### src/hw/rtl/aps_pkg.sv
// aps_pkg: shared types, opcodes and arithmetic helpers for the A* path search block.
// No dependencies.
package aps_pkg;

	localparam int NODE_COUNT_DEF = 64;
	localparam int MAX_DEGREE_DEF = 8;

	localparam logic [1:0] OP_NODE     = 2'd0;
	localparam logic [1:0] OP_NEIGHBOR = 2'd1;
	localparam logic [1:0] OP_SEARCH   = 2'd2;

	typedef struct packed {
		logic [1:0]         opcode;
		logic [5:0]         node_index;
		logic [2:0]         slot_index;
		logic [5:0]         other_index;
		logic signed [15:0] pos_x;
		logic signed [15:0] pos_y;
		logic signed [15:0] pos_z;
		logic [3:0]         degree;
	} req_t;

	typedef struct packed {
		logic [5:0] path_node;
		logic       found;
		logic       last;
	} rsp_t;

	typedef struct packed {
		logic signed [15:0] x;
		logic signed [15:0] y;
		logic signed [15:0] z;
	} pos_t;

	typedef struct packed {
		logic accept;
		logic ld_goal;
		logic init;
		logic scan_clr;
		logic scan_step;
		logic pick;
		logic ld_q;
		logic nb_rd;
		logic nb_chk;
		logic nb_eval;
		logic nb_upd;
		logic slot_inc;
		logic walk_init;
		logic walk_step;
		logic em_load;
		logic em_next;
		logic none_load;
	} cmd_t;

	typedef struct packed {
		logic search;
		logic oob;
		logic scan_last;
		logic any_open;
		logic q_is_goal;
		logic slot_done;
		logic n_oob;
		logic goal_is_start;
		logic par_is_start;
		logic taken;
		logic last;
	} sts_t;

	function automatic logic [16:0] abs_diff(logic signed [15:0] a, logic signed [15:0] b);
		logic signed [16:0] d;
		d = 17'(a) - 17'(b);
		return d[16] ? 17'(-d) : 17'(d);
	endfunction

	function automatic logic [17:0] manhattan(pos_t a, pos_t b);
		return 18'(abs_diff(a.x, b.x)) + 18'(abs_diff(a.y, b.y)) + 18'(abs_diff(a.z, b.z));
	endfunction

	function automatic logic [31:0] sat_add(logic [31:0] a, logic [31:0] b);
		logic [32:0] s;
		s = 33'(a) + 33'(b);
		return s[32] ? 32'hFFFF_FFFF : s[31:0];
	endfunction

endpackage

### src/hw/rtl/aps_ctrl.sv
// aps_ctrl: sequencer for loads, open-set scans, neighbor expansion, path walk and output.
// Depends on aps_pkg.
module aps_ctrl import aps_pkg::*; (
	input  logic clk,
	input  logic arst_n,
	input  logic req_valid,
	output logic req_ready,
	input  sts_t sts,
	output cmd_t cmd
);

	typedef enum logic [17:0] {
		S_IDLE      = 18'h00001,
		S_CHECK     = 18'h00002,
		S_LD_GOAL   = 18'h00004,
		S_INIT      = 18'h00008,
		S_SCAN      = 18'h00010,
		S_SCAN_TAIL = 18'h00020,
		S_PICK      = 18'h00040,
		S_LD_Q      = 18'h00080,
		S_NB        = 18'h00100,
		S_NB_CHK    = 18'h00200,
		S_NB_EVAL   = 18'h00400,
		S_NB_UPD    = 18'h00800,
		S_WALK_INIT = 18'h01000,
		S_WALK_RD   = 18'h02000,
		S_WALK      = 18'h04000,
		S_EM_RD     = 18'h08000,
		S_EM_WAIT   = 18'h10000,
		S_NONE      = 18'h20000
	} state_t;

	state_t state_q, state_d;
	logic   em_load_q;

	assign req_ready = (state_q == S_IDLE);

	always_comb begin
		state_d = state_q;
		cmd     = '0;
		unique case (state_q)
			S_IDLE: begin
				if (req_valid) begin
					cmd.accept = 1'b1;
					if (sts.search) state_d = S_CHECK;
				end
			end
			S_CHECK: begin
				state_d = sts.oob ? S_NONE : S_LD_GOAL;
			end
			S_LD_GOAL: begin
				cmd.ld_goal = 1'b1;
				state_d = S_INIT;
			end
			S_INIT: begin
				cmd.init = 1'b1;
				cmd.scan_clr = 1'b1;
				state_d = S_SCAN;
			end
			S_SCAN: begin
				cmd.scan_step = 1'b1;
				if (sts.scan_last) state_d = S_SCAN_TAIL;
			end
			S_SCAN_TAIL: begin
				state_d = S_PICK;
			end
			S_PICK: begin
				if (!sts.any_open) begin
					state_d = S_NONE;
				end else begin
					cmd.pick = 1'b1;
					state_d = sts.q_is_goal ? S_WALK_INIT : S_LD_Q;
				end
			end
			S_LD_Q: begin
				cmd.ld_q = 1'b1;
				state_d = S_NB;
			end
			S_NB: begin
				if (sts.slot_done) begin
					cmd.scan_clr = 1'b1;
					state_d = S_SCAN;
				end else begin
					cmd.nb_rd = 1'b1;
					state_d = S_NB_CHK;
				end
			end
			S_NB_CHK: begin
				if (sts.n_oob) begin
					cmd.slot_inc = 1'b1;
					state_d = S_NB;
				end else begin
					cmd.nb_chk = 1'b1;
					state_d = S_NB_EVAL;
				end
			end
			S_NB_EVAL: begin
				cmd.nb_eval = 1'b1;
				state_d = S_NB_UPD;
			end
			S_NB_UPD: begin
				cmd.nb_upd = 1'b1;
				cmd.slot_inc = 1'b1;
				state_d = S_NB;
			end
			S_WALK_INIT: begin
				cmd.walk_init = 1'b1;
				state_d = sts.goal_is_start ? S_EM_RD : S_WALK_RD;
			end
			S_WALK_RD: begin
				state_d = S_WALK;
			end
			S_WALK: begin
				cmd.walk_step = 1'b1;
				state_d = sts.par_is_start ? S_EM_RD : S_WALK_RD;
			end
			S_EM_RD: begin
				state_d = S_EM_WAIT;
			end
			S_EM_WAIT: begin
				cmd.em_load = em_load_q;
				if (sts.taken) begin
					if (sts.last) begin
						state_d = S_IDLE;
					end else begin
						cmd.em_next = 1'b1;
						state_d = S_EM_RD;
					end
				end
			end
			S_NONE: begin
				cmd.none_load = 1'b1;
				state_d = S_EM_WAIT;
			end
			default: state_d = S_IDLE;
		endcase
	end

	always_ff @(posedge clk or negedge arst_n) begin
		if (!arst_n) begin
			state_q   <= S_IDLE;
			em_load_q <= 1'b0;
		end else begin
			state_q   <= state_d;
			em_load_q <= (state_q == S_EM_RD);
		end
	end

endmodule

### config.mk
export PLATFORM = sky130hd
export DESIGN_NAME = aps_ctrl
export DESIGN_NICKNAME = d
export VERILOG_FILES = /design/src/hw/rtl/aps_pkg.sv /design/src/hw/rtl/aps_ctrl.sv
export SDC_FILE = /design/constraint.sdc
export NUM_CORES = 1
export LEC_CHECK = 0
export ABC_AREA = 1
export BUFFER_PORTS_ARGS = -buffer_cell sky130_fd_sc_hd__buf_2
export CORE_UTILIZATION = 35
export DETAILED_ROUTE_END_ITERATION = 6
export PLACE_DENSITY = 0.61
export SLEW_MARGIN = 20
export SYNTH_ARGS = -nofsm -noshare
export SYNTH_HDL_FRONTEND = slang
export SYNTH_SLANG_ARGS = --single-unit
export TNS_END_PERCENT = 50
### constraint.sdc
create_clock -name clk -period 1.5 [get_ports clk]
set_input_delay 0.075 -clock clk [delete_from_list [all_inputs] [get_ports clk]]
set_output_delay 0.075 -clock clk [all_outputs]
set_load 0.01 [all_outputs]
==> results of run 1 <==
==> kinds of logic after synthesis <==
group | Yosys count
DFF | 19
AOI/OAI and AO/OA | 9
and+or+nand+nor | 120
buffers and inverters | 40
==> metrics by stage <==
stage                     cells  setup slack [ns]  hold WS, ns
after floorplan             188            0.0556       -0.221
after global placement      293           -0.0945       0.0450
after detailed placement    293            -0.113       0.0405
after CTS                   308            -0.147       0.0119
after global routing        309            -0.251       0.0287
final                       309            -0.131       0.0174
==> cells in the mapped netlist <==
library cell	instances	area, sq um
nor2_4	4	45.0
inv_1	37	139
clkinv_1	1	3.75
nor2_8	2	40.0
nand2_2	2	12.5
nor2_1	41	154
o211ai_4	1	21.3
a31oi_1	1	6.26
a21oi_2	1	8.76
nand3_1	17	85.1
nand2_1	31	116
dfrtp_1	18	450
nor2_2	7	43.8
nand2_4	5	56.3
nor3_1	5	25.0
or2_1	1	6.26
nand4_1	3	18.8
o22ai_1	2	12.5
o21ai_0	3	15.0
o211ai_1	1	7.51
dfstp_2	1	26.3
inv_2	2	7.51
nand3_2	2	20.0
==> state kept, by name, summed over array words and instances (netlist names) <==
name	cells
em_load_q	1
state_q	18
==> critical path, stage by stage, from the launching register on <==
cell     delay (ns)
dfstp_2        0.40
nor2_4         0.17
nand3_2        0.14
nor2_4         0.16
nand2_1        0.12
buf_4          0.15
inv_1          0.05
buf_2          0.12
==> metal layers <==
layer  routed length [um]  global-route usage
met5                    0                   0
met4                   32              0.0455
met3                  153              0.0380
met2                 1740               0.314
met1                 1600               0.239
==> layout make-up <==
class                   count  area, sq um
fillers                   351         1380
multi-input cells         129          845
repair buffers             71          518
flip-flops and latches     19          477
inverters                  40          150
well taps                  46         57.6
clock buffers               4         45.0
==> path summary, 6_finish.rpt <==
check,start,end,slack [ns],depth (start not counted)
worst max register to register,state_q[0],state_q[1],-0.12,10
max in group asynchronous,arst_n,state_q[0],0.87,2
worst min-delay path,sts[2],state_q[13],0.02,2
min in group asynchronous,arst_n,state_q[15],0.30,2
worst max-delay path,state_q[0],cmd[7],-0.13,7
worst min register to register,state_q[0],state_q[0],0.61,4
==> power by group <==
part / switching [W] / internal (W)
combinational: 0.000635 / 0.000504
clock: 0.000172 / 0.000189
sequential: 0.0000496 / 0.000565
total: 0.000857 / 0.00126
==> what timing repair did <==
action | 4_1_cts | 5_1_grt
hold buffers | 5 | 0
resized for setup | 34 | 18
pin swaps | 18 | 14
endpoints found under the setup margin | 20 | 25
setup buffers | 6 | 1
hold endpoints to repair | 22 | 0
==> impl_results.md, run 1 <==
* Post-Synth XOR/XNOR Area at 0
* Netlist cell types at 23
* Inserted Diodes at 0
* Sequential fraction of the synthesis area at 0.361
* Post-Place Cell Area at 1740 sq um
* Max-cap violation count at 0
* Avg Inst Size Synth at 7.03 sq um
* Worst setup margin at -0.131 ns
* CTS tree: yes
* Most frequent cells in the layout: inv_1, nor2_1, buf_4
* Setup violations, final at 21
* H-tree Lvls at 1
* Final hold vios at 0
* Die X at 63.4 um
* Drt pass-1 iters at 4
* Via count at 1419
* Fin area at 2090 sq um
* Leakage at 1.19 nW
* Post-synthesis mux area share at 0
* Critical path type: reg2out
* Num ports at 32
* Unrepaired setup endpoints after global routing: yes
* Dpl hpwl at 2700 um
* Syn Nets at 202
* Pwr Total at about 0.0021 W
* Status: finished, violations left
* YS warnings at 0
* Slew Viols, Final at 0
* Synth Cell Area at 1320 sq um
* Simple-gate share of the synthesized area at 0.472
* Post-synthesis compound-gate area fraction at 0.0540
* Failing checks: setup timing
* Clock Sinks at 19
* Die height at 63.4 um
* Reg clk slew, reported paths at around 0.070 ns
* PwrDens at 1010 nW/um^2
* Global-route wire length before repair at 5830 um
* Synth Register Bits at 19
* Drt total wl at 3530 um
* Area share of fa/ha/maj cells after synthesis at 0
* HP Class: in2reg
* Routability-driven placement congestion ratio at ~0.86
* Die area at 4020 sq um
* FMAX at 613 MHz
* Root Buffer: clkbuf_8
* Layout cells sized above 1 at 0.479
* Row cnt at 21
* Layout Area Growth over Synthesis at 58.3%
* Setup TNS Final at -1.69 ns
* Worst EP required at 1.42 ns
* Wire per inst at 11.4 um
* Clock buffer depth at 2
* Layout Skew at 0.00147 ns
* CP endpoint kind: output pin
* Critical path fanouts, max at 5
* Layout Utilization at 0.603
* Overflow after GRT at 0
* Peak supply drop at around 0.94 mV
* Post-route ant nets at 0
* Initial antenna violation count at 0
* Synth Instances at 188
* Worst Tran Pin Value at 0.452 ns
* Arrival time worst endpoint at 1.56 ns
* DR DRC count at 0
* Drt via density at 4.59
* Largest family of logic cells by synthesized area: simple AND/OR/NAND/NOR gates
* Max_slew headroom at 0.699
* Fin crit period at 1.63 ns
* Layout Nets at 278
* CORE AREA at 3470 sq um
* Critical Path Start Type: flop
* Period Utilization, post-route at 1.09
* Most common cell after layout, fill and taps aside: inv_1
* Total CTS buffers at 3
* Vias in the first global route at 1340
* Pin count of the biggest net entering global routing at 20
* DRT iter0 DRCs at 68
* Port Buffers at 31
* Later-pin clock latency in the skew report at 0.25 ns
* Initial core utilization at 0.381
* Total GRT Usage at 0.186
(Power assumes the default switching activity.)
==> run 2, diff against run 1 <==
--- a/config.mk
+++ b/config.mk
@@ -7,6 +7,7 @@
 export LEC_CHECK = 0
 export ABC_AREA = 1
 export BUFFER_PORTS_ARGS = -buffer_cell sky130_fd_sc_hd__buf_2
+export CORE_ASPECT_RATIO = 0.9
 export CORE_UTILIZATION = 35
 export DETAILED_ROUTE_END_ITERATION = 6
 export PLACE_DENSITY = 0.61
==> run 2 against run 1 <==
  * Critical path type unchanged
  * Power up 2.5%
  * Via count grew 2.8%
  * Fmax is 5.0% lower
  * Worst hold slack worse by 0.0058 ns
  * Global-route usage is 2.2 points higher
  * Sequential share of layout area about the same
  * Core utilization increased by 0.22 points
  * The flow still finishes with violations (setup timing)
  * First-iteration DRC count fell by 24%
  * Critical endpoint is now cmd[6]
==> impl_results.md, run 2 (synthesized netlist as in run 1, its figures left out) <==
* DR DRC count at 0 (unchanged)
* Row cnt at 20 (was 21)
* Fin area at 2110 sq um (was 2090 sq um)
* Total GRT Usage at 0.208 (was 0.186)
* Reg clk slew, reported paths at 0.08 ns (was 0.07 ns)
* Critical path type: reg2out (unchanged)
* Layout Utilization at 0.605 (was 0.603)
* Failing checks: setup timing (unchanged)
* Net load switching power at 0.000892 W (was 0.000857 W)
* Final hold vios at 0 (unchanged)
* Inserted Diodes at 0 (unchanged)
* Flop pwr share at 0.285 (was 0.291)
* Reg2reg end: state_q[1] (unchanged)
* Max reg flops at 18 (unchanged)
* Max incr delay on CP at 0.42 ns (was 0.40 ns)
* Crit path max-delay cell type: dfrtp_1 (was dfstp_2)
* Bufs and invs on worst path at 4 (was 3)
* Initial core utilization at 0.380 (was 0.381)
* Layout Area Growth over Synthesis at 59.4% (was 58.3%)
* Max-cap violation count at 0 (unchanged)
* Filler Cell Count at 308 (was 351)
* CORE AREA at 3480 sq um (was 3470 sq um)
* Unrepaired setup endpoints after global routing: yes (unchanged)
* Reg-to-Reg Start: state_q[13] (was state_q[0])
* Combinational fraction of design power at 0.540 (was 0.539)
* Worst EP required at 1.42 ns (about the same)
* Num ports at 32 (unchanged)
* Global-route wire length before repair at 6120 um (was 5830 um)
* Max_slew headroom at 0.701 (was 0.699)
* Critical Path Start Type: flop (unchanged)
* Drt pass-1 iters at 4 (unchanged)
* DRT iter0 DRCs at 52 (was 68)
* Later-pin clock latency in the skew report at 0.26 ns (was 0.25 ns)
* CTS tree: yes (unchanged)
* Most common cell after layout, fill and taps aside: inv_1 (unchanged)
* Routability-driven placement congestion ratio at 0.810 (was 0.864)
* Clock share of power at 0.176 (was 0.171)
* Period Utilization, post-route at 1.14 (was 1.09)
* CP delay by family, top: simple AND/OR/NAND/NOR gates (unchanged)
* Layout Skew at 0.00808 ns (was 0.00147 ns)
* Layout Nets at 280 (was 278)
* Post-Place Cell Area at 1730 sq um (was 1740 sq um)
* Root Buffer: clkbuf_8 (unchanged)
* Placed cells at 290 (was 293)
* Clock Sinks at 19 (unchanged)
* CP endpoint kind: output pin (unchanged)
* Initial antenna violation count at 0 (unchanged)
* Worst setup margin at -0.216 ns (was -0.131 ns)
* Hold path endpoint: state_q[17] (was state_q[13])
* Die X at 66.8 um (was 63.4 um)
* Post-route ant nets at 0 (unchanged)
* Wire per inst at 12.8 um (was 11.4 um)
* Hold_sp: sts[7] (was sts[2])
* Fin crit period at 1.72 ns (was 1.63 ns)
* FMAX at 583 MHz (was 613 MHz)
* Total CTS buffers at 3 (unchanged)
* Non-filler cells, final at 309 (unchanged)
* Worst Tran Pin Value at 0.449 ns (was 0.452 ns)
* Via count at 1459 (was 1419)
* Drt total wl at 3950 um (was 3530 um)
* Setup violations, final at 23 (was 21)
* Reg2reg setup slack at -0.13 ns (was -0.12 ns)
* Most frequent cells in the layout: inv_1, buf_4, buf_2 (was inv_1, nor2_1, buf_4)
* HP Class: in2reg (unchanged)
* H-tree Lvls at 1 (unchanged)
* Die area at 4030 sq um (was 4020 sq um)
* Port Buffers at 31 (unchanged)
* Status: finished, violations left (unchanged)
* Peak supply drop at 0.774 mV (was 0.937 mV)
* PwrDens at 1030 nW/um^2 (was 1010 nW/um^2)
* Int Pwr at 0.00127 W (was 0.00126 W)
* Clock buffer depth at 2 (unchanged)
* Dpl hpwl at 2710 um (was 2700 um)
* Slew Viols, Final at 0 (unchanged)
* WHS Path Cells at 2 (unchanged)
* Worst R2R Path Depth at 10 (unchanged)
* Arrival time worst endpoint at 1.64 ns (was 1.56 ns)
* Vias in the first global route at 1346 (was 1340)
* Cell mode on critical path: buf_4 (was nor2_4)
* Drt via density at 4.72 (was 4.59)
* Pin count of the biggest net entering global routing at 20 (unchanged)
* Die height at 60.3 um (was 63.4 um)
* Layout cells sized above 1 at 0.513 (was 0.479)
* Critical path fanouts, max at 2 (was 5)
* Leakage at 1.19 nW (about the same)
* Biggest register: state_q (unchanged)
* CP Cell Sequence: nor2_4, buf_4, buf_4, nand4_1, nor2_2, buf_4, buf_2 (was nor2_4, nand3_2, nor2_4, nand2_1, buf_4, inv_1, buf_2)
* Largest registers: state_q: 18 flops, em_load_q: 1 flops (unchanged)
* Overflow after GRT at 0 (unchanged)
* Sw Share at 0.412 (was 0.405)
## run 2: layer usage
layer / track usage / share of wire / vias to the layer above
met3: 0.0363 / 0.036 / 2
met2: 0.335 / 0.49 / 39
li1: - / - / 730
met4: 0.0608 / 0.0096 / 0
met5: 0 / 0 / -
met1: 0.285 / 0.46 / 688
## run 2: power by group through the flow
stage	registers (W)	clock network [W]	logic (W)
after floorplan	0.000605	0	0.000580
after global placement	0.000609	0	0.000869
after detailed placement	0.000609	0	0.000876
after CTS	0.000610	0.000383	0.00101
after global routing	0.000621	0.000398	0.00127
final	0.000617	0.000380	0.00117
## run 2: how the worst max path moves through the flow
| stage | endpoint | start | slack, ns | depth (start not counted) |
|---|---|---|---|---|
| after global placement | state_q[0] | state_q[0] | -0.16 | 10 |
| after CTS | cmd[5] | state_q[17] | -0.16 | 6 |
| after floorplan | state_q[1] | state_q[13] | 0.06 | 9 |
| after global routing | cmd[13] | state_q[17] | -0.28 | 8 |
| after detailed placement | state_q[0] | state_q[0] | -0.15 | 10 |
| final | cmd[6] | state_q[8] | -0.22 | 7 |
## run 2: repair_timing
action | CTS | global route
gates cloned | 0 | 0
resized for setup | 28 | 31
endpoints found under the hold margin | 22 | 0
endpoints found under the setup margin | 22 | 24
buffers inserted | 4 | 6
hold buffers | 5 | 0
pin swaps | 15 | 18
## run 2: area by class of cell
class / instances / area (sq um) / area share
Tap cell: 44 / 55.1 / 0.0261
Inverter: 40 / 153 / 0.0725
Sequential cell: 19 / 479 / 0.228
Multi-Input combinational cell: 129 / 852 / 0.405
Clock buffer: 3 / 41.3 / 0.0196
Clock inverter: 1 / 7.51 / 0.00357
Timing Repair Buffer: 73 / 518 / 0.246
## run 2: stage by stage
| stage | power (W) | TNS, ns | setup WS [ns] | hold slack, ns |
|---|---|---|---|---|
| after floorplan | 0.00119 | 0 | 0.0556 | -0.221 |
| after global placement | 0.00148 | -0.211 | -0.156 | 0.0502 |
| after detailed placement | 0.00148 | -0.289 | -0.147 | 0.0442 |
| after CTS | 0.00201 | -2.48 | -0.156 | 0.0135 |
| after global routing | 0.00229 | -4.83 | -0.284 | 0.0239 |
| final | 0.00217 | -2.83 | -0.216 | 0.0116 |
